$ cat src/design/tdccal_pkg.sv
// shared constants, codes and types of the tdc hit time calibrator
package tdccal_pkg;

   localparam int MAX_DETECTORS = 4;
   localparam int MAX_CHANNELS  = 4;
   localparam int MAX_BINS      = 1024;

   localparam int SIGNALS   = MAX_DETECTORS * MAX_CHANNELS;
   localparam int BIN_DEPTH = SIGNALS * MAX_BINS;
   localparam int SIG_W     = (SIGNALS > 1) ? $clog2(SIGNALS) : 1;
   localparam int ADDR_W    = $clog2(BIN_DEPTH);
   localparam int ND_W      = $clog2(MAX_DETECTORS + 1);
   localparam int NC_W      = $clog2(MAX_CHANNELS + 1);
   localparam int NB_W      = $clog2(MAX_BINS + 1);

   // payload widths
   localparam int TYPE_W    = 2;
   localparam int DET_W     = 4;
   localparam int CH_W      = 4;
   localparam int FINE_W    = 10;
   localparam int COARSE_W  = 16;
   localparam int DITHER_W  = 10;
   localparam int LOAD_W    = 24;
   localparam int STATUS_W  = 3;
   localparam int TIME_W    = 32;
   localparam int BINVAL_W  = 16;

   // configuration registers
   localparam int CSR_ADDR_W  = 4;
   localparam int CSR_DATA_W  = 32;
   localparam int CSR_IDX_W   = 2;
   localparam int DET_REG_W   = 3;
   localparam int CH_REG_W    = 3;
   localparam int BIN_REG_W   = 11;

   localparam logic [CSR_IDX_W-1:0] REG_DETECTORS = 2'd0;
   localparam logic [CSR_IDX_W-1:0] REG_CHANNELS  = 2'd1;
   localparam logic [CSR_IDX_W-1:0] REG_BINS      = 2'd2;

   // request codes
   localparam logic [TYPE_W-1:0] REQ_HIT         = 2'd0;
   localparam logic [TYPE_W-1:0] REQ_LOAD_BIN    = 2'd1;
   localparam logic [TYPE_W-1:0] REQ_LOAD_OFFSET = 2'd2;
   localparam logic [TYPE_W-1:0] REQ_NONE        = 2'd3;

   // status codes
   localparam logic [STATUS_W-1:0] ST_OK        = 3'd0;
   localparam logic [STATUS_W-1:0] ST_BAD_DET   = 3'd1;
   localparam logic [STATUS_W-1:0] ST_BAD_CH    = 3'd2;
   localparam logic [STATUS_W-1:0] ST_BAD_BIN   = 3'd3;
   localparam logic [STATUS_W-1:0] ST_LOAD_DONE = 3'd4;

   localparam int QUEUE_DEPTH = 4;
   localparam int QPTR_W      = $clog2(QUEUE_DEPTH);
   localparam int QCNT_W      = $clog2(QUEUE_DEPTH + 1);

   // effective (clamped) configuration
   typedef struct packed {
      logic [ND_W-1:0] nd;
      logic [NC_W-1:0] nc;
      logic [NB_W-1:0] nb;
   } cfg_type;

   // classified item as it travels from the front to the back
   typedef struct packed {
      logic [TYPE_W-1:0]          req_type;
      logic [STATUS_W-1:0]        status;
      logic [DET_W-1:0]           detector;
      logic [CH_W-1:0]            channel;
      logic [COARSE_W-1:0]        coarse_time;
      logic signed [DITHER_W-1:0] dither;
      logic signed [LOAD_W-1:0]   load_value;
      logic [SIG_W-1:0]           sig;
      logic [ADDR_W-1:0]          addr;
      logic [ADDR_W-1:0]          nbr_addr;
      logic                       first_bin;
      logic                       last_bin;
   } work_type;

   typedef struct packed {
      logic [QCNT_W-1:0] count;
      logic              full;
   } queue_stat_type;

endpackage

$ cat src/design/tdccal_csr.sv
// configuration registers with apb-style access and clamped outputs
module tdccal_csr (
   input  logic                                 clock,
   input  logic                                 reset,
   input  logic                                 csr_psel,
   input  logic                                 csr_penable,
   input  logic                                 csr_pwrite,
   input  logic [tdccal_pkg::CSR_ADDR_W-1:0]    csr_paddr,
   input  logic [tdccal_pkg::CSR_DATA_W-1:0]    csr_pwdata,
   output logic [tdccal_pkg::CSR_DATA_W-1:0]    csr_prdata,
   output logic                                 csr_pready,
   output tdccal_pkg::cfg_type                  cfg
);
   import tdccal_pkg::*;

   logic [DET_REG_W-1:0] det_ff;
   logic [CH_REG_W-1:0]  ch_ff;
   logic [BIN_REG_W-1:0] bins_ff;
   logic                 wr_en;
   logic [CSR_IDX_W-1:0] idx;
   logic [15:0]          det_ext;
   logic [15:0]          ch_ext;
   logic [15:0]          bins_ext;

   assign csr_pready = 1'b1;
   assign wr_en      = csr_psel && csr_penable && csr_pwrite;
   assign idx        = csr_paddr[CSR_ADDR_W-1:2];

   always_ff @(posedge clock) begin
      if (reset) begin
         det_ff  <= DET_REG_W'(1);
         ch_ff   <= CH_REG_W'(1);
         bins_ff <= BIN_REG_W'(1024);
      end else if (wr_en) begin
         unique case (idx)
            REG_DETECTORS: det_ff  <= csr_pwdata[DET_REG_W-1:0];
            REG_CHANNELS:  ch_ff   <= csr_pwdata[CH_REG_W-1:0];
            REG_BINS:      bins_ff <= csr_pwdata[BIN_REG_W-1:0];
            default: ;
         endcase
      end
   end

   always_comb begin
      unique case (idx)
         REG_DETECTORS: csr_prdata = CSR_DATA_W'(det_ff);
         REG_CHANNELS:  csr_prdata = CSR_DATA_W'(ch_ff);
         REG_BINS:      csr_prdata = CSR_DATA_W'(bins_ff);
         default:       csr_prdata = '0;
      endcase
   end

   assign det_ext  = 16'(det_ff);
   assign ch_ext   = 16'(ch_ff);
   assign bins_ext = 16'(bins_ff);

   assign cfg.nd = ND_W'((det_ext > 16'(MAX_DETECTORS)) ? 16'(MAX_DETECTORS) : det_ext);
   assign cfg.nc = NC_W'((ch_ext > 16'(MAX_CHANNELS)) ? 16'(MAX_CHANNELS) : ch_ext);
   assign cfg.nb = NB_W'((bins_ext > 16'(MAX_BINS)) ? 16'(MAX_BINS) : bins_ext);

endmodule

$ cat config.mk
export PLATFORM = sky130hd
export DESIGN_NAME = tdccal_csr
export DESIGN_NICKNAME = d
export VERILOG_FILES = /design/src/design/tdccal_pkg.sv /design/src/design/tdccal_csr.sv
export SDC_FILE = /design/constraint.sdc
export NUM_CORES = 1
export LEC_CHECK = 0
export BUFFER_PORTS_ARGS = -buffer_cell sky130_fd_sc_hd__buf_4
export CAP_MARGIN = 20
export CORE_MARGIN = 4
export CORE_UTILIZATION = 42
export CTS_CLUSTER_SIZE = 12
export DETAILED_ROUTE_END_ITERATION = 7
export GPL_TIMING_DRIVEN = 0
export PLACE_DENSITY_LB_ADDON = 0.3
export SYNTH_ARGS = -nofsm -noshare
export SYNTH_HDL_FRONTEND = slang
export SYNTH_SLANG_ARGS = --single-unit
$ cat constraint.sdc
create_clock -name clock -period 1.9 [get_ports clock]
set_input_delay 0.095 -clock clock [delete_from_list [all_inputs] [get_ports clock]]
set_output_delay 0.095 -clock clock [all_outputs]
set_load 0.01 [all_outputs]
Word level (Yosys, flattened, before mapping)
Cells that the tools add are included.
Widths: inputs -> output; s select.

operators by class
  $lt $le $gt $ge = 3
  multiplexer cells = 4
  reduce and logical (&&, ||, !) cells = 6
  equal/unequal tests = 2

operators by type and width
  operator              count
  $pmux 11 s3           1
  $gt 11x11->1 const B  1
  $mux 11               1
  $gt 3x3->1 const B    2
  $mux 3                2
  $reduce_and 2->1      3
  $eq 2x1->1 const B    1
  $eq 2x2->1 const B    1
  $logic_and 1x1->1     2
  $logic_not 2->1       1

storage, ports and cells
  register bits after elaboration = 17

Depth between registers and ports, before layout
Gate-level depths: netlist of run 1.

  depth in word-level cells = 3
  mapped depth = 5

Least setup slack after synthesis of run 1
OpenSTA, ideal clock, no wires.

  path type = input port to flip-flop
  from = input csr_pwrite
  to = register ch_ff[0]
  required time = 1.779 ns
  library setup time = 0.121 ns
  stages = 4
  setup slack = 0.977 ns
  buffers on the path = 1
  data arrival time = 0.803 ns
  path through = nand3_1 > or3b_1 > buf_2 > mux2i_1

between the ends
  word-level cells in the longest chain between the ends = 2

RTL lines
  what                               line              text
  from (decl)                        tdccal_csr.sv:7   input logic csr_pwrite,
  $logic_and 1x1->1                  tdccal_csr.sv:26  assign wr_en = csr_psel && csr_penable && csr_pwrite;
  $reduce_and 2->1 (no source line)  --
  to (signal assigned)               tdccal_csr.sv:37  REG_CHANNELS: ch_ff <= csr_pwdata[CH_REG_W-1:0];
  to (decl)                          tdccal_csr.sv:17  logic [CH_REG_W-1:0] ch_ff;

Every way passes these cells.
A chain may end at the register's enable or synchronous reset.

Worst setup path in the final report of run 1
  from = register bins_ff[10]
  to = output csr_prdata[10] (netlist bit)

between the ends
  word-level cells in the longest chain between the ends = 1

RTL lines
  what                    line              text
  from (decl)             tdccal_csr.sv:18  logic [BIN_REG_W-1:0] bins_ff;
  from (signal assigned)  tdccal_csr.sv:38  REG_BINS: bins_ff <= csr_pwdata[BIN_REG_W-1:0];
  $pmux 11 s3             tdccal_csr.sv:45  unique case (idx)
  to (decl)               tdccal_csr.sv:10  output logic [tdccal_pkg::CSR_DATA_W-1:0] csr_prdata,

Every way passes these cells.

==> results.ini, run 1 <==
[cts]
cts_buffers=3
cts_resized=0
clk_latency_ns=0.28
clkSlewWorstSetupHoldPaths_ns=0.10
postCtsSetupBuffers=0
hold_buffers=0
cts_tree=built
cts_buffer_depth=2
cts-root-buf=clkbuf_4
clock-sinks=17
cts_max_level=1

[timing]
clock_skew_ns=0
fin_crit_ns=1.461
setup_viol=0
setup_tns_ns=0
setup_slack_ns=0.4392
finalHoldViolations=0
fin_crit_sh_pct=76.88
rsz0062_at_grt=no
slew_viol_final=0
max_freq_mhz=684.6

[drt]
postRouteAntennaNets=0
drc_errors=0
routed-via-count=969
viasPerCell=4.177
wirelength_um=2596
wire_per_inst_um=11.19
drt-initial-drc-count=20
drt_pass1_iterations=4

[logic_synthesis]
synth_edf_count=0
ys.flop_type=dfxtp_1
yosysUniqueCellTypes=17
ys_seq_area_share_pct=29.79
synth_area_mm2=0.001142
synth_async_sr_flop_share_pct=0
synth_seq_cells=17
synthCells=135
synth.avg_cell_area_um2=8.462
synth_warnings=0

[layout]
final_util_pct=63.08
num_antenna_cells=0
finalNetCount=244
area_delta_synth_final_pct=40.53
drive_gt1_share_pct=36.14
final_cells=232

[floorplanning]
die_area_mm2=0.003618
die_height_um=60.15
initial_core_util_pct=44.89
chipWidth_um=60.15
rows=18
coreArea_mm2=0.002545
pin_count=91

[setup_path]
cp-end-kind=output port
critPathKind=reg2out
max_stage_delay_ns=0.39
path_cells=clkbuf_1, and2_1, buf_4
cp-start-kind=flip-flop
critPathMaxFanout=10
cp.required_ns=1.80
arrival_ns=1.37
cp_slowest_cell=clkbuf_1

[global_route]
grt_most_used_layer=met2
grt.total_usage_pct=15.13
grt_pass1_vias=978
grt_use_met3_pct=4.968
grt_max_degree=11
met1_usage_pct=16.73
grt_overflow=0
antenna_found_initial=0
grt_pass1_wl_um=4126
grt_use_met2_pct=27.93

[run_status]
status=finished, final reports clean

[power_and_ir_drop]
power.density_mw_per_mm2=436.2
p_total_mw=0.7003
p_leak_nw=0.7906
max-vdd-ir-drop_uv=339.4

[place]
place_congestion=0.7731
dpl.hpwl_um=2152
port_buffers=43
post-place-ws_ns=0.7299
dp.cells=228

[hold_path]
hp-class=in2reg

[run]
drv_cap=0

==> metal layers <==
metal  share of wire, %  vias to the layer above
li1                   -                      509
met1                 38                      418
met2                 51                       42
met3                 10                        0
met4                  0                        0
met5                  0                        -
==> critical path, delay by kind of cell (launching register included) <==
family                 cells  cell delay [ns]
buffers and inverters      2             0.50
AND/OR/NAND/NOR            1             0.20
flip-flops                 1             0.37
==> final cells by class <==
| cell class | count | area, um^2 |
|---|---|---|
| Fill cell | 240 | 939.7 |
| Multi-Input combinational cell | 104 | 654.4 |
| Sequential cell | 17 | 340.3 |
| Timing Repair Buffer | 43 | 322.8 |
| Buffer | 34 | 222.7 |
| Tap cell | 30 | 37.54 |
| Clock buffer | 3 | 22.52 |
| Clock inverter | 1 | 5.005 |
==> cells in the final DEF (no fill, tap or decap), drive strengths merged, types with 3 or more instances in the layout <==
| cell | synthesis | layout |
|---|---|---|
| and2 | 8 | 8 |
| buf | 25 | 68 |
| clkbuf | 9 | 12 |
| conb | 2 | 22 |
| dfxtp | 17 | 17 |
| mux2i | 20 | 20 |
| nand2 | 3 | 3 |
| nand2b | 24 | 24 |
| nor2 | 5 | 5 |
| nor2b | 15 | 15 |
| o21ai | 3 | 3 |
==> power breakdown <==
| part | switching (mW) | internal (mW) |
|---|---|---|
| Clock | 0.113 | 0.0782 |
| Sequential | 0.00359 | 0.361 |
| Combinational | 0.0634 | 0.0811 |
| Total | 0.180 | 0.520 |
==> registers in the layout (all words and copies together) (netlist names) <==
name,count
ch_ff,3
det_ff,3
bins_ff,11
==> synthesized netlist by cell type, types with 2 or more instances <==
cell / count / area (um^2)
buf_4: 23 / 172.7
mux2i_1: 20 / 200.2
conb_1: 2 / 7.510
dfxtp_1: 17 / 340.3
nand2_1: 3 / 11.26
clkbuf_1: 9 / 33.78
nor2_1: 5 / 18.77
o21ai_0: 3 / 15.01
and2_1: 8 / 50.05
nand2b_1: 24 / 150.1
nor2b_1: 15 / 93.84
==> kinds of logic (layout without fill, tap and decap cells) <==
kind of cell,Yosys count,count (layout),synth area share [%]
AO/OA/AOI/OAI,3,3,1.314
multiplexers,20,20,17.52
AND/OR/NAND/NOR,59,59,31.22
buffers and inverters,34,81,19.50
flip-flops,17,17,29.79
other,2,22,0.6574
==> worst paths after layout <==
path	slack [ns]	from	cells past startpoint	endpoint
setup / recovery	0.44	bins_ff[10]	3	csr_prdata[10]
hold / removal	0.06	csr_pwdata[10]	3	bins_ff[10]
setup reg to reg	0.85	bins_ff[10]	3	bins_ff[10]
hold reg to reg	0.49	bins_ff[6]	2	bins_ff[6]
==> per-stage QoR <==
step,area (um^2),hold slack (ns)
3_3_place_gp,1578,0.3518
2_1_floorplan,1217,0.2503
4_1_cts,1605,0.05859
3_5_place_dp,1578,0.3628
5_1_grt,1605,0.04431
6_report,1605,0.05872
Note: power is estimated with default switching activity, not from simulation.
==> inputs of run 2 (changes only) <==
--- a/config.mk
+++ b/config.mk
@@ -8,7 +8,7 @@
 export BUFFER_PORTS_ARGS = -buffer_cell sky130_fd_sc_hd__buf_4
 export CAP_MARGIN = 20
 export CORE_MARGIN = 4
-export CORE_UTILIZATION = 42
+export CORE_UTILIZATION = 39
 export CTS_CLUSTER_SIZE = 12
 export DETAILED_ROUTE_END_ITERATION = 7
 export GPL_TIMING_DRIVEN = 0
==> constraint.sdc (replaced) <==
create_clock -name clock -period 1.5 [get_ports clock]
set_input_delay 0.075 -clock clock [delete_from_list [all_inputs] [get_ports clock]]
set_output_delay 0.075 -clock clock [all_outputs]
set_load 0.01 [all_outputs]
==> results.ini, run 2 (same netlist as run 1, synthesis figures left out) <==
[setup_path]
cp-end-kind=output port  ; unchanged
reg2regPathDepth=3  ; unchanged
critPathKind=reg2out  ; unchanged
arrival_ns=1.16  ; was 1.37 ns
cp-start-kind=flip-flop  ; unchanged
startpoint=bins_ff[10]  ; unchanged
worstSetupEndpoint=csr_prdata[10]  ; unchanged
r2r-end=bins_ff[10]  ; unchanged
critPathMaxFanout=10  ; unchanged
reg2reg_from=bins_ff[10]  ; unchanged
r2r_slack_ns=0.63  ; was 0.85 ns
cp.required_ns=1.42  ; was 1.80 ns

[drt]
viasPerCell=4.185  ; was 4.177
routed-via-count=975  ; was 969
drt_pass1_iterations=4  ; unchanged
drc_errors=0  ; unchanged
drt-initial-drc-count=31  ; was 20
wirelength_um=2567  ; was 2596 um
wire_per_inst_um=11.02  ; was 11.19 um
postRouteAntennaNets=0  ; unchanged

[cts]
cts_max_level=1  ; unchanged
cts_tree=built  ; unchanged
cts_buffer_depth=2  ; unchanged
clock-sinks=17  ; unchanged
cts-root-buf=clkbuf_4  ; unchanged
cts_buffers=3  ; unchanged
postCtsSetupBuffers=0  ; unchanged
clk_latency_ns=0.28  ; about the same
clkSlewWorstSetupHoldPaths_ns=0.09  ; was 0.10 ns

[timing]
slew_viol_final=0  ; unchanged
setup_viol=0  ; unchanged
fin_crit_sh_pct=82.64
clock_skew_ns=0  ; unchanged
setup_tns_ns=0  ; unchanged
rsz0062_at_grt=no  ; unchanged
finalHoldViolations=0  ; unchanged
fin_crit_ns=1.240
max_freq_mhz=806.7

[layout]
finalNetCount=244  ; unchanged
reg_top3=bins_ff: 11 flops, ch_ff: 3 flops, det_ff: 3 flops  ; unchanged
largest_register_ffs=11  ; unchanged
area_delta_synth_final_pct=40.64  ; was 40.53%
drive_gt1_share_pct=36.14  ; unchanged
final_util_pct=57.76  ; was 63.08%
regMostFlops=bins_ff  ; unchanged
layout_commonest_cell=buf_4  ; unchanged
num_antenna_cells=0  ; unchanged
mostFrequentLayoutCells=buf_4 (66), nand2b_1 (24), conb_1 (22)  ; unchanged

[hold_path]
min_delay_path_depth=3  ; unchanged
hp-class=in2reg  ; unchanged

[place]
place_congestion=0.7347  ; was 0.7731
port_buffers=43  ; unchanged

[power_and_ir_drop]
max-vdd-ir-drop_uv=494.3  ; was 339.4 uV
power.density_mw_per_mm2=544.4  ; was 436.2 mW/mm^2
p_leak_nw=0.7903  ; was 0.7906 nW

[floorplanning]
coreArea_mm2=0.002781  ; was 0.002545 mm^2
die_height_um=62.12  ; was 60.15 um
initial_core_util_pct=41.07  ; was 44.89%
rows=19  ; was 18
chipWidth_um=62.12  ; was 60.15 um
pin_count=91  ; unchanged
die_area_mm2=0.003859  ; was 0.003618 mm^2

[global_route]
grt.total_usage_pct=12.59  ; was 15.13%
grt_pass1_wl_um=4098  ; was 4126 um
grt_overflow=0  ; unchanged
grt_max_degree=11  ; unchanged
antenna_found_initial=0  ; unchanged
grt_pass1_vias=909  ; was 978

[run_status]
status=finished, final reports clean  ; unchanged

[run]
drv_cap=0  ; unchanged

[run 2: final cells by class]
class	instances	area, um^2
fill	279	1175
multi-input combinational	104	654.4
sequential	17	340.3
clock buffer	4	26.28
tap	31	38.79
buffer	34	224.0
timing repair buffer	43	322.8
[run 2: metrics by stage]
| step | setup WS, ns | total power [mW] | hold slack [ns] | area (um^2) | cells |
|---|---|---|---|---|---|
| global route | 0.1649 | 0.9264 | 0.05696 | 1607 | 233 |
| finish | 0.2604 | 0.8746 | 0.05381 | 1607 | 233 |
| CTS | 0.05530 | 0.8846 | 0.04582 | 1605 | 233 |
| detailed placement | 0.3835 | 0.6531 | 0.3461 | 1579 | 229 |
| floorplan | 0.5966 | 0.5960 | 0.2303 | 1217 | 155 |
| global placement | 0.3981 | 0.6494 | 0.3326 | 1579 | 229 |
[run 2: worst min-delay path by stage]
stage / from / endpoint / slack, ns
after global placement: csr_pwdata[10] / bins_ff[10] / 0.33
final: csr_pwdata[6] / bins_ff[6] / 0.05
after detailed placement: csr_pwdata[10] / bins_ff[10] / 0.35
after CTS: csr_pwdata[6] / bins_ff[6] / 0.05
after global routing: csr_pwdata[3] / bins_ff[3] / 0.06
after floorplan: csr_pwdata[0] / bins_ff[0] / 0.23
[run 2: repair_timing]
item / CTS / global route
endpoints found under the hold margin: 0 / 0
hold buffers: 0 / 0
setup endpoints to repair: 0 / 1
gates resized for setup: 0 / 2
[run 2: worst max-delay path, cell delays in order, from the launching register on]
cell and delay (ns):
dfxtp_1 0.37, clkbuf_2 0.25, and2_1 0.16, buf_4 0.11
[run 2: power by group]
part	internal [mW]	total (mW)	switching (mW)
registers	0.457	0.461	0.00445
clock network	0.103	0.230	0.127
logic	0.103	0.183	0.0801
[run 2: metal layers]
metal	wire, um	GRT usage (%)	part of all wire [%]	vias to the layer above
met4	6	3.252	0.23	0
met1	1071	14.98	42	422
li1	-	-	-	509
met2	1239	21.37	48	42
met5	0	0	0	-
met3	250	4.324	9.7	2
