<file path="src/design/tdccal_pkg.sv">
// shared constants, codes and types of the tdc hit time calibrator
package tdccal_pkg;

   localparam int MAX_DETECTORS = 4;
   localparam int MAX_CHANNELS  = 4;
   localparam int MAX_BINS      = 1024;

   localparam int SIGNALS   = MAX_DETECTORS * MAX_CHANNELS;
   localparam int BIN_DEPTH = SIGNALS * MAX_BINS;
   localparam int SIG_W     = (SIGNALS > 1) ? $clog2(SIGNALS) : 1;
   localparam int ADDR_W    = $clog2(BIN_DEPTH);
   localparam int ND_W      = $clog2(MAX_DETECTORS + 1);
   localparam int NC_W      = $clog2(MAX_CHANNELS + 1);
   localparam int NB_W      = $clog2(MAX_BINS + 1);

   // payload widths
   localparam int TYPE_W    = 2;
   localparam int DET_W     = 4;
   localparam int CH_W      = 4;
   localparam int FINE_W    = 10;
   localparam int COARSE_W  = 16;
   localparam int DITHER_W  = 10;
   localparam int LOAD_W    = 24;
   localparam int STATUS_W  = 3;
   localparam int TIME_W    = 32;
   localparam int BINVAL_W  = 16;

   // configuration registers
   localparam int CSR_ADDR_W  = 4;
   localparam int CSR_DATA_W  = 32;
   localparam int CSR_IDX_W   = 2;
   localparam int DET_REG_W   = 3;
   localparam int CH_REG_W    = 3;
   localparam int BIN_REG_W   = 11;

   localparam logic [CSR_IDX_W-1:0] REG_DETECTORS = 2'd0;
   localparam logic [CSR_IDX_W-1:0] REG_CHANNELS  = 2'd1;
   localparam logic [CSR_IDX_W-1:0] REG_BINS      = 2'd2;

   // request codes
   localparam logic [TYPE_W-1:0] REQ_HIT         = 2'd0;
   localparam logic [TYPE_W-1:0] REQ_LOAD_BIN    = 2'd1;
   localparam logic [TYPE_W-1:0] REQ_LOAD_OFFSET = 2'd2;
   localparam logic [TYPE_W-1:0] REQ_NONE        = 2'd3;

   // status codes
   localparam logic [STATUS_W-1:0] ST_OK        = 3'd0;
   localparam logic [STATUS_W-1:0] ST_BAD_DET   = 3'd1;
   localparam logic [STATUS_W-1:0] ST_BAD_CH    = 3'd2;
   localparam logic [STATUS_W-1:0] ST_BAD_BIN   = 3'd3;
   localparam logic [STATUS_W-1:0] ST_LOAD_DONE = 3'd4;

   localparam int QUEUE_DEPTH = 4;
   localparam int QPTR_W      = $clog2(QUEUE_DEPTH);
   localparam int QCNT_W      = $clog2(QUEUE_DEPTH + 1);

   // effective (clamped) configuration
   typedef struct packed {
      logic [ND_W-1:0] nd;
      logic [NC_W-1:0] nc;
      logic [NB_W-1:0] nb;
   } cfg_type;

   // classified item as it travels from the front to the back
   typedef struct packed {
      logic [TYPE_W-1:0]          req_type;
      logic [STATUS_W-1:0]        status;
      logic [DET_W-1:0]           detector;
      logic [CH_W-1:0]            channel;
      logic [COARSE_W-1:0]        coarse_time;
      logic signed [DITHER_W-1:0] dither;
      logic signed [LOAD_W-1:0]   load_value;
      logic [SIG_W-1:0]           sig;
      logic [ADDR_W-1:0]          addr;
      logic [ADDR_W-1:0]          nbr_addr;
      logic                       first_bin;
      logic                       last_bin;
   } work_type;

   typedef struct packed {
      logic [QCNT_W-1:0] count;
      logic              full;
   } queue_stat_type;

endpackage

</file>
<file path="src/design/tdccal_queue.sv">
// short queue between front and back end
module tdccal_queue (
   input  logic                        clock,
   input  logic                        reset,
   input  logic                        push,
   input  tdccal_pkg::work_type        push_data,
   input  logic                        pop,
   output logic                        q_valid,
   output tdccal_pkg::work_type        head,
   output tdccal_pkg::queue_stat_type  stat
);
   import tdccal_pkg::*;

   work_type          entry_ff [QUEUE_DEPTH];
   logic [QPTR_W-1:0] wp_ff;
   logic [QPTR_W-1:0] rp_ff;
   logic [QCNT_W-1:0] cnt_ff;
   logic [QCNT_W-1:0] cnt_in;

   assign q_valid    = (cnt_ff != '0);
   assign head       = entry_ff[rp_ff];
   assign stat.count = cnt_ff;
   assign stat.full  = (cnt_ff == QCNT_W'(QUEUE_DEPTH));

   always_comb begin
      cnt_in = cnt_ff;
      if (push && !pop) cnt_in = cnt_ff + QCNT_W'(1);
      else if (pop && !push) cnt_in = cnt_ff - QCNT_W'(1);
   end

   always_ff @(posedge clock) begin
      if (reset) begin
         wp_ff  <= '0;
         rp_ff  <= '0;
         cnt_ff <= '0;
      end else begin
         cnt_ff <= cnt_in;
         if (push) wp_ff <= (wp_ff == QPTR_W'(QUEUE_DEPTH - 1)) ? '0 : wp_ff + QPTR_W'(1);
         if (pop)  rp_ff <= (rp_ff == QPTR_W'(QUEUE_DEPTH - 1)) ? '0 : rp_ff + QPTR_W'(1);
      end
   end

   always_ff @(posedge clock) begin
      if (push) entry_ff[wp_ff] <= push_data;
   end

endmodule

</file>
<file path="config.mk">
export PLATFORM = sky130hd
export DESIGN_NAME = tdccal_queue
export DESIGN_NICKNAME = d
export VERILOG_FILES = /design/src/design/tdccal_pkg.sv /design/src/design/tdccal_queue.sv
export SDC_FILE = /design/constraint.sdc
export NUM_CORES = 1
export LEC_CHECK = 0
export ABC_AREA = 1
export BUFFER_PORTS_ARGS = -buffer_cell sky130_fd_sc_hd__buf_2
export CAP_MARGIN = 20
export CORE_UTILIZATION = 50
export DETAILED_ROUTE_END_ITERATION = 12
export PLACE_DENSITY = 0.71
export SLEW_MARGIN = 20
export SYNTH_ARGS = -nofsm -noshare
export SYNTH_HDL_FRONTEND = slang
export SYNTH_SLANG_ARGS = --single-unit
</file>
<file path="constraint.sdc">
create_clock -name clock -period 5.9 [get_ports clock]
set_clock_uncertainty 0.2 [all_clocks]
set_input_delay 0 -clock clock [delete_from_list [all_inputs] [get_ports clock]]
set_output_delay 0 -clock clock [all_outputs]
set_load 0.02 [all_outputs]
</file>
# == Yosys cells after proc, flatten, opt, wreduce, memory -nomap -nowiden ==
# Memories as Yosys holds them, arrays and structs flattened. A register that Yosys moved wholly into a read port is not among the register bits.
# Cells that the tools add are included.
# totals
regBits,7
ram_bits,388
input_bits,101
output_inout_bits,102
wordCells,25
memories,1
# classes
n_addsub,4
eq_ne,3
n_mux,8
reduce_logical,6
# mem_list
name,words,word_bits,rd,rd_ports_with_merged_regs,write_ports,line,text
entry_ff,4,97,1,1,1,tdccal_queue.sv:14,work_type entry_ff [QUEUE_DEPTH];
# op_table
op,count
$mux 2,4
$mux 3,2
$add 2x1->2 const B,2
$eq 2x2->1 const B,2
$add 3x1->3 const B,1
$eq 3x3->1 const B,1
$reduce_bool 3->1,1
$sub 3x1->3 const B,1
$logic_and 1x1->1,2
$logic_not 1->1,2
$mux 1,2
$reduce_bool 2->1,1

# == Depth between registers and ports, before layout ==
# Gate-level depths: netlist (run 1).
# depth
ltp_word,4
mapped_depth,10
depth_no_buf,10

# == Least setup slack after synthesis (run 1) ==
# OpenSTA, ideal clock, no wires.
# synth_path
path_type,reg2reg
from,register wp_ff[0]
to,"memory entry_ff[3][0] (netlist bit), enable pin"
setup_ns,0.451
arrival_time_ns,2.465
required_ns,5.249
slack_ns,2.785
path_stages_with_launch,4
n_path_buf,0
synth_period_minus_slack_ns,3.115
path_cell_list,dfxtp_1 -> ha_1 -> nand2_1 -> inv_1
# synth_rtl
item,line,text
from (decl),tdccal_queue.sv:15,logic [QPTR_W-1:0] wp_ff;
from (signal assigned),tdccal_queue.sv:38,if (push) wp_ff <= (wp_ff == QPTR_W'(QUEUE_DEPTH - 1)) ? '0 : wp_ff + QPTR_W'(1);
to (decl),tdccal_queue.sv:14,
# Straight into the memory's write port.

==> out/metrics.csv, run 1 <==
stage,metric,value,unit
global_route,initial antenna violation count,1,
synthesis,top cells by instance count after synthesis,"edfxtp_1, nor2_1, o21ai_0, o22ai_1, o21ai_1",
synthesis,Synth Area per Inst,14.8,µm²
clock_tree,clk_lat worst skew,0.52,ns
sta,Pins Over Slew Limit,0,
min_path,min-delay worst type,primary input to register,
drt,final WL,31800,µm
drt,DR DRC count,0,
worst_setup_path,internal reg-to-reg setup slack,3.29,ns
min_path,Hold Path Origin,push_data[87],
clock_tree,CTS Buf Count,40,
synthesis,top cell type's share of synthesized area,78.7,%
sta,post-route setup TNS,0,ns
drt,vias post-DR,9268,
sta,RSZ-0062 raised after global routing,no,
global_route,GRT Overall Usage,21.0,%
sta,Final setup viols,0,
clock_tree,Post-CTS Setup Bufs,0,
placed_design,placed cell areas,0.0160,mm²
synthesis,"count leader, synth",edfxtp_1,
synthesis,Synth area leader,edfxtp_1,
synthesis,net count after synthesis,1105,
clock_tree,CTS HTree Levels,2,
clock_tree,CTS Buffer Depth,3,
layout,Util after Layout,63.0,%
power,LEAKAGE,6.43,nW
power,combinational fraction of design power,11.2,%
global_route,vias in the first global route,9156,
die,Die Ht,174,µm
power,internal power,4.74,mW
drt,drt pass-1 iters,4,
worst_setup_path,reg-to-reg startpoint,wp_ff[0]$_SDFFE_PP0P_,
outcome,status,"complete, no violations",
sta,worst rel slew slack,28.3,%
global_route,first-pass GRT wire length,49600,µm
run,max-cap violations,0,
layout,fraction of layout cells with a size suffix above 1,20.1,%
synthesis,Synth Flop Type,edfxtp_1,
layout,final net count,1400,
power,total power,6.25,mW
synthesis,largest cells by area after synthesis,"edfxtp_1, nor2_1, o21ai_0",
power,switching pwr,1.51,mW
min_path,Hold Path Depth,2,
layout,ANT cells,0,
worst_setup_path,R2R Path End,entry_ff[3][13]$_DFFE_PP_,
drt,DRT iter0 DRCs,818,
global_route,grt ovf,0,
drt,drt wl/cell,18.7,µm
synthesis,"FFs w/ async S/R, synth",0,%
power,worst vdd ir,0.000202,V
worst_setup_path,R2R depth,4,
clock_tree,CTS Root Cell,clkbuf_16,
worst_setup_path,crit end category,output pin,
worst_setup_path,critical path required time,5.70,ns
synthesis,Mapped Area,0.0148,mm²
min_path,Hold Path End,entry_ff[1][87]$_DFFE_PP_,
placed_design,Post-DP HPWL,16800,µm
power,switching power share of the total,24.2,%
clock_tree,CTS tree,yes,
drt,drt via density,5.44,
global_route,maximum number of pins on one net before global-route repair,130,
sta,Worst Max-Slew Pin Slew,1.08,ns
die,num ports,203,
worst_setup_path,Setup crit start kind,register,
clock_tree,clk sinks,397,
synthesis,Syn Inst Count,997,
worst_setup_path,CP Class,register to output pin,
sta,period utilization,69.2,%
synthesis,Syn. warnings,0,
die,full die area,0.0303,mm²
drt,Final ANT Viol Nets,0,
placed_design,IO Port Bufs,202,
worst_setup_path,CP arrival,3.88,ns
sta,fmax,0.245,GHz
die,Die Width,174,µm
power,sequential share of power,52.5,%
power,Clock Power Share,36.3,%
synthesis,Synth Register Bits,397,
sta,"Hold Vio Cnt, Final",0,
die,cell row count,62,
power,cell area power density,343,mW/mm²
layout,cell area after layout,0.0182,mm²
die,core footprint,0.0289,mm²
synthesis,synth unique cells,21,
placed_design,gpl congestion,0.757,
die,initial core utilization,51.2,%
synthesis,Post-synth EDFFs,388,
clock_tree,"Reg clk slew, reported paths",0.06,ns
layout,Area Overhead vs Synth,23.1,%
synthesis,sequential element share of the synthesized area,79.9,%
worst_setup_path,Critical Path Fanout Max,98,
sta,"Min Clock Period, post-route",4.08,ns
==> through the flow <==
stage / hold slack (ns) / worst slack [ns] / std cells
finish: 0.0242 / 1.82 / 1705
global placement: 0.0131 / 2.35 / 1528
floorplan: -0.128 / 2.78 / 997
global route: 0.0229 / 1.54 / 1705
CTS: 0.00163 / 1.70 / 1705
detailed placement: 0.0135 / 2.27 / 1528
==> power by group through the flow <==
stage	Combinational [mW]	Clock [mW]	Sequential, mW
finish	0.698	2.27	3.28
global route	0.760	2.41	3.30
CTS	0.701	2.31	3.29
detailed placement	0.642	0	3.34
global placement	0.629	0	3.34
floorplan	0.418	0	3.32
==> cell type report <==
class,instances,area (µm²)
clock buffer,54,1070
clock inverter,17,88.8
fill,2118,10700
inverter,16,76.3
multi-input combinational,522,2530
sequential,397,11800
tap,384,480
timing repair buffer,315,2120
==> critical path, stage by stage, from the launching register on <==
cell	delay (ns)
dfxtp_4	1.05
clkinv_2	1.15
buf_4	0.62
o21ai_0	0.16
o22ai_1	0.15
buf_2	0.18
==> worst max path at each step <==
stage,start,to,slack [ns],cells after the start
2_1_floorplan,wp_ff[0]$_SDFFE_PP0P_,entry_ff[3][0]$_DFFE_PP_,2.78,3
3_3_place_gp,register,head[90],2.35,5
3_5_place_dp,register,head[13],2.27,5
4_1_cts,register,head[13],1.70,5
5_1_grt,register,head[90],1.54,5
6_report,register,head[90],1.82,5
==> state kept, by name, indices dropped and copies added, names as in the netlist, named ones only <==
name      cells
entry_ff    388
cnt_ff        3
rp_ff         2
wp_ff         2
==> what timing repair did <==
action | in CTS | in global routing
endpoints found under the hold margin | 397 | 0
hold buffers | 106 | 0
gates resized for setup | 0 | 0
==> placed cells by master, fill, tap and decap left out <==
master / count
buf_4: 7
buf_2: 202
inv_4: 4
dfxtp_4: 2
dlygate4sd3_1: 106
ha_1: 6
clkinv_2: 3
edfxtp_1: 388
nand4_1: 1
xor2_1: 1
o22ai_1: 97
inv_6: 3
clkbuf_16: 41
clkinv_1: 10
clkbuf_1: 13
dfxtp_1: 7
clkinv_4: 1
a21oi_1: 3
nand2_1: 9
o21ai_0: 134
nand3_1: 1
fa_1: 1
inv_1: 10
o21ai_1: 63
clkinvlp_4: 2
nor2_1: 203
nor3_1: 3
==> per-layer routing <==
| layer | routed length [µm] | share of wire [%] | track usage (%) | vias up |
|---|---|---|---|---|
| met2 | 14900 | 47 | 33.4 | 279 |
| met4 | 520 | 1.6 | 5.12 | 2 |
| met5 | 13 | 0.041 | 0 | - |
| li1 | - | - | - | 4362 |
| met3 | 2150 | 6.8 | 4.72 | 46 |
| met1 | 14300 | 45 | 29.6 | 4579 |
==> cell families (layout without fill, tap and decap cells) <==
kind of cell    after synthesis  count (layout)  share of synthesized area [%]
buf+inv                      78             402                           2.94
simple gates                217             217                           5.55
xor+xnor                      1               1                         0.0592
compound gates              297             297                           10.9
fa+ha+maj                     7               7                          0.642
flops                       397             397                           79.9
No activity file was read; power rests on OpenSTA's default activity.
==> inputs of run 2 (changes only) <==
--- a/config.mk
+++ b/config.mk
@@ -10,7 +10,7 @@
 export CAP_MARGIN = 20
 export CORE_UTILIZATION = 50
 export DETAILED_ROUTE_END_ITERATION = 12
-export PLACE_DENSITY = 0.71
+export PLACE_DENSITY = 0.74
 export SLEW_MARGIN = 20
 export SYNTH_ARGS = -nofsm -noshare
 export SYNTH_HDL_FRONTEND = slang
==> constraint.sdc (replaced) <==
create_clock -name clock -period 3.4 [get_ports clock]
set_clock_uncertainty 0.2 [all_clocks]
set_input_delay 0 -clock clock [delete_from_list [all_inputs] [get_ports clock]]
set_output_delay 0 -clock clock [all_outputs]
set_load 0.02 [all_outputs]
==> run 2 against run 1 <==
Compared with the run above: die area unchanged; non-clock buffer count rose by 5; first-iteration DRC count is 4.4% lower; highest routed layer is now met4; sequential share of layout area down 0.42 points.
==> out/metrics.csv, run 2 (synthesized netlist as in run 1, its figures left out) <==
stage,metric,value,unit,change
outcome,status,"complete, no violations",,
worst_setup_path,critical path required time,3.20,ns,-2.50 ns
sta,RSZ-0062 raised after global routing,no,,
drt,final WL,31800,µm,about the same
sta,post-route setup TNS,0,ns,unchanged
layout,final std cells w/o fill,1709,,+0.23%
sta,fmax,0.361,GHz,
clock_tree,clk sinks,397,,unchanged
sta,"Hold Vio Cnt, Final",0,,unchanged
clock_tree,CTS Root Cell,clkbuf_16,,
global_route,GRT Overall Usage,20.9,%,-0.12 points
placed_design,DP Worst Slack,1.17,ns,-1.10 ns
power,LEAKAGE,6.49,nW,+0.89%
global_route,vias in the first global route,9256,,+1.1%
sta,worst rel slew slack,55.8,%,+28 points
drt,Final ANT Viol Nets,0,,unchanged
drt,vias post-DR,9258,,-0.11%
die,full die area,0.0303,mm²,unchanged
die,core footprint,0.0289,mm²,unchanged
worst_setup_path,Setup crit start kind,register,,
drt,drt pass-1 iters,5,,+1
power,cell area power density,595,mW/mm²,+73%
min_path,Hold Path Depth,2,,unchanged
placed_design,DP Cell Count,1537,,+0.59%
worst_setup_path,Critical Path Fanout Max,58,,-41%
die,Die Width,174,µm,unchanged
clock_tree,"Reg clk slew, reported paths",0.06,ns,about the same
clock_tree,Post-CTS Setup Bufs,0,,unchanged
global_route,first-pass GRT wire length,49200,µm,-0.82%
sta,period utilization,81.4,%,
clock_tree,Resize count post-CTS,0,,unchanged
sta,"Min Clock Period, post-route",2.77,ns,
clock_tree,clk_lat worst skew,0.51,ns,about the same
placed_design,Post-DP HPWL,16900,µm,+0.49%
clock_tree,CTS HTree Levels,2,,unchanged
layout,Layout fillers,2059,,-2.8%
global_route,maximum number of pins on one net before global-route repair,115,,-12%
layout,final net count,1405,,+0.36%
global_route,grt ovf,0,,unchanged
layout,top flop regs,"entry_ff: 388 flops, cnt_ff: 3 flops",,
drt,drt via density,5.42,,-0.34%
drt,DRT iter0 DRCs,782,,-4.4%
sta,setup ws final,0.633,ns,-1.18 ns
drt,DR DRC count,0,,unchanged
worst_setup_path,crit end category,output pin,,
layout,Util after Layout,63.4,%,+0.41 points
global_route,initial antenna violation count,1,,unchanged
sta,Final setup viols,0,,unchanged
sta,Worst Max-Slew Pin Slew,0.663,ns,-0.413 ns
placed_design,gpl congestion,0.761,,+0.52%
layout,Biggest register,entry_ff,,
die,cell row count,62,,unchanged
layout,cell area after layout,0.0183,mm²,+0.65%
clock_tree,Hold Buf Count CTS,102,,-3.8%
placed_design,IO Port Bufs,202,,unchanged
run,max-cap violations,0,,unchanged
worst_setup_path,R2R depth,5,,+1
worst_setup_path,CP Class,register to output pin,,
die,initial core utilization,51.2,%,unchanged
layout,"most common cell after layout, fill and taps aside",edfxtp_1,,
clock_tree,CTS tree,yes,,
layout,fraction of layout cells with a size suffix above 1,20.6,%,+0.56 points
layout,most frequent cells in the layout,"edfxtp_1, nor2_1, buf_2",,
min_path,min-delay worst type,primary input to register,,
power,worst vdd ir,0.000442,V,+120%
placed_design,placed cell areas,0.0161,mm²,+0.88%
die,Die Ht,174,µm,unchanged
die,num ports,203,,unchanged
sta,Pins Over Slew Limit,0,,unchanged
drt,drt wl/cell,18.6,µm,-0.26%
clock_tree,CTS Buf Count,40,,unchanged
layout,max FFs per register,388,,unchanged
worst_setup_path,CP arrival,2.57,ns,-1.31 ns
layout,Area Overhead vs Synth,23.9,%,
clock_tree,CTS Buffer Depth,3,,unchanged
run 2: changes by cell type in the layout (fill, tap and decap cells not counted), sizes merged:
| cell | previous run | this run |
|---|---|---|
| clkinv | 14 | 13 |
| inv | 17 | 16 |
| buf | 209 | 218 |
| diode | 0 | 1 |
| bufinv | 0 | 1 |
| dlygate4sd3 | 106 | 102 |
| clkinvlp | 2 | 1 |
run 2: layout make-up:
type	count	area, µm²	area share [%]
Clock inverter	15	103	0.560
Sequential cell	397	11800	64.6
Multi-Input combinational cell	522	2530	13.8
Tap cell	384	480	2.62
Inverter	16	75.1	0.409
Timing Repair Buffer	320	2230	12.1
Clock buffer	54	1070	5.86
Antenna cell	1	2.50	0.0136
run 2: path summary, 6_finish.rpt:
kind | end | start | slack, ns
min reg2reg | wp_ff[1]$_SDFFE_PP0P_ | wp_ff[1]$_SDFFE_PP0P_ | 0.35
min | entry_ff[2][92]$_DFFE_PP_ | push_data[92] | 0.03
max | head[83] | register | 0.63
max reg2reg | entry_ff[1][38]$_DFFE_PP_ | wp_ff[1]$_SDFFE_PP0P_ | 1.31
run 2: routing by layer:
layer  vias to the layer above  share of wire, %  GRT usage, %
met5                         -                 0             0
met4                         0               1.6          5.08
met3                        42               7.6          5.12
met2                       339                48          34.5
met1                      4515                43          27.9
li1                       4362                 -             -
run 2: worst max-delay path, cell delays in order, from the launching register on:
cell	delay, ns
dfxtp_4	0.65
buf_4	0.61
o21ai_0	0.23
o22ai_1	0.27
buf_2	0.21
run 2: metrics by stage:
stage	total power [mW]	hold WS (ns)
2_1_floorplan	6.49	-0.128
3_3_place_gp	6.90	0.0109
3_5_place_dp	6.93	0.0160
4_1_cts	11.0	0.0175
5_1_grt	11.3	0.0134
6_report	10.9	0.0346
run 2: power by group:
| group | switching, mW | internal, mW | leakage (nW) |
|---|---|---|---|
| combinational | 0.841 | 0.422 | 2.28 |
| clock | 1.70 | 2.29 | 0.568 |
| sequential | 0.0700 | 5.59 | 3.64 |
==> inputs of run 3 (changes only) <==
--- a/config.mk
+++ b/config.mk
@@ -10,7 +10,7 @@
 export CAP_MARGIN = 20
 export CORE_UTILIZATION = 50
 export DETAILED_ROUTE_END_ITERATION = 12
-export PLACE_DENSITY = 0.74
+export PLACE_DENSITY = 0.71
 export SLEW_MARGIN = 20
 export SYNTH_ARGS = -nofsm -noshare
 export SYNTH_HDL_FRONTEND = slang
==> constraint.sdc (replaced) <==
create_clock -name clock -period 2.73 [get_ports clock]
set_clock_uncertainty 0.2 [all_clocks]
set_input_delay 0 -clock clock [delete_from_list [all_inputs] [get_ports clock]]
set_output_delay 0 -clock clock [all_outputs]
set_load 0.02 [all_outputs]
==> run 3 against run 2 <==
Compared with the run above: die area is the same; critical path depth is the same; final cell count shrank 0.18%; via count grew 0.67%; highest routed layer is now met5.
==> out/metrics.csv, run 3 (synthesized netlist as in run 1, its figures left out) <==
stage,metric,value,unit,change
drt,met2 WL post-DR,14600,µm,-4.7%
drt,drt via density,5.46,,+0.85%
run,max-cap violations,0,,unchanged
worst_setup_path,CP arrival,2.28,ns,-0.29 ns
die,cell row count,62,,unchanged
die,core footprint,0.0289,mm²,unchanged
layout,final net count,1405,,unchanged
clock_tree,Resize count post-CTS,0,,unchanged
clock_tree,clk_lat worst skew,0.50,ns,about the same
global_route,GRT Overall Usage,20.6,%,-0.31 points
sta,post-route setup TNS,0,ns,unchanged
sta,worst rel slew slack,46.7,%,-9.1 points
clock_tree,Hold Buf Count CTS,102,,unchanged
drt,DR DRC count,0,,unchanged
worst_setup_path,crit end category,output pin,,
drt,DRT iter0 DRCs,744,,-4.9%
drt,final WL,31400,µm,-1.2%
layout,Biggest register,entry_ff,,
clock_tree,"Reg clk slew, reported paths",0.06,ns,about the same
die,Die Ht,174,µm,unchanged
clock_tree,clk sinks,397,,unchanged
global_route,initial antenna violation count,1,,unchanged
sta,Pins Over Slew Limit,0,,unchanged
layout,max FFs per register,388,,unchanged
layout,ANT cells,0,,-1
drt,vias post-DR,9320,,+0.67%
sta,fmax,0.403,GHz,
die,Die Width,174,µm,unchanged
layout,final std cells w/o fill,1706,,-0.18%
sta,WHS,0.0413,ns,+0.00674 ns
drt,drt pass-1 iters,5,,unchanged
clock_tree,Post-CTS Setup Bufs,0,,unchanged
die,initial core utilization,51.2,%,unchanged
placed_design,IO Port Bufs,202,,unchanged
worst_setup_path,Critical Path Fanout Max,194,,+230%
sta,Worst Max-Slew Pin Slew,0.799,ns,+0.136 ns
layout,"most common cell after layout, fill and taps aside",edfxtp_1,,
sta,period utilization,91.0,%,
layout,most frequent cells in the layout,"edfxtp_1, nor2_1, buf_2",,
worst_setup_path,Critical Path Slowest Stage Cell,buf_12,,
power,worst vdd ir,0.000459,V,+3.8%
clock_tree,CTS tree,yes,,
drt,drt wl/cell,18.4,µm,-1.0%
min_path,Hold Path Depth,2,,unchanged
worst_setup_path,CP Class,register to output pin,,
worst_setup_path,critical-path cell list,"buf_12, o21ai_0, o22ai_1, buf_2",,
placed_design,gpl congestion,0.745,,-2.0%
die,full die area,0.0303,mm²,unchanged
clock_tree,CTS Root Cell,clkbuf_16,,
clock_tree,CTS Buf Count,39,,-2.5%
clock_tree,CTS HTree Levels,2,,unchanged
clock_tree,CTS Buffer Depth,3,,unchanged
sta,"Hold Vio Cnt, Final",0,,unchanged
drt,DR top layer,met5,,
drt,met3 wire length,2270,µm,-5.4%
sta,Final setup viols,0,,unchanged
outcome,status,"complete, no violations",,
drt,Final ANT Viol Nets,0,,unchanged
min_path,min-delay worst type,primary input to register,,
placed_design,DP Worst Slack,0.663,ns,-0.505 ns
sta,RSZ-0062 raised after global routing,no,,
worst_setup_path,CP max stage delay,0.59,ns,-0.06 ns
placed_design,DP Cell Count,1538,,+0.065%
sta,setup ws final,0.246,ns,-0.387 ns
global_route,vias in the first global route,9033,,-2.4%
worst_setup_path,critical path required time,2.53,ns,-0.67 ns
layout,top flop regs,"entry_ff: 388 flops, cnt_ff: 3 flops",,
global_route,maximum number of pins on one net before global-route repair,195,,+70%
sta,"Min Clock Period, post-route",2.48,ns,
global_route,grt ovf,0,,unchanged
die,num ports,203,,unchanged
power,LEAKAGE,6.51,nW,+0.31%
drt,routed metal-1 wire length,14100,µm,+3.5%
power,cell area power density,742,mW/mm²,+25%
global_route,first-pass GRT wire length,48600,µm,-1.3%
layout,fraction of layout cells with a size suffix above 1,20.7,%,+0.11 points
worst_setup_path,R2R depth,5,,unchanged
layout,Area Overhead vs Synth,24.6,%,
placed_design,Post-DP HPWL,17200,µm,+1.8%
worst_setup_path,Setup crit start kind,register,,
-- run 3: changes by cell type in the layout (fill, tap and decap cells not counted), sizes merged --
cell / before / now
inv: 16 / 11
clkbuf: 54 / 46
bufinv: 1 / 3
clkinv: 13 / 18
clkinvlp: 1 / 4
diode: 1 / 0
buf: 218 / 219
-- run 3: metrics by stage --
step / util, % / power (mW) / cell area (µm²)
after floorplan: - / 8.07 / 14800
after global placement: 56.1 / 8.63 / 16200
after detailed placement: 56.1 / 8.66 / 16200
after CTS: 63.8 / 13.8 / 18400
after global routing: 63.8 / 14.2 / 18400
final: 63.8 / 13.7 / 18400
-- run 3: area by class of cell --
type	instances	area [µm²]
Tap cell	384	480
Clock inverter	20	158
Timing Repair Buffer	321	2310
Fill cell	2110	10500
Inverter	16	81.3
Sequential cell	397	11800
Clock buffer	46	1040
Multi-Input combinational cell	522	2530
-- run 3: final timing paths --
kind	endpoint	start	slack (ns)
max	head[12]	register	0.25
min	entry_ff[0][72]$_DFFE_PP_	push_data[72]	0.04
max reg2reg	entry_ff[1][2]$_DFFE_PP_	wp_ff[1]$_SDFFE_PP0P_	0.67
min reg2reg	register	rp_ff[1]$_SDFFE_PP0P_	0.33
-- run 3: layer usage --
| metal | vias up | GRT usage, % |
|---|---|---|
| met3 | 44 | 3.67 |
| li1 | 4369 | - |
| met4 | 2 | 5.67 |
| met5 | - | 0 |
| met2 | 384 | 31.7 |
| met1 | 4521 | 30.4 |
-- run 3: where the power goes --
part	total, mW	switching [mW]	internal (mW)
clock	5.04	2.05	2.99
combinational	1.62	1.08	0.540
sequential	7.03	0.0637	6.97
-- run 3: critical path: cells and delay by family (launching register included) --
kind	cells	cell delay [ns]
AO/OA/AOI/OAI	2	0.56
buffers and inverters	2	0.83
flip-flops	1	0.38
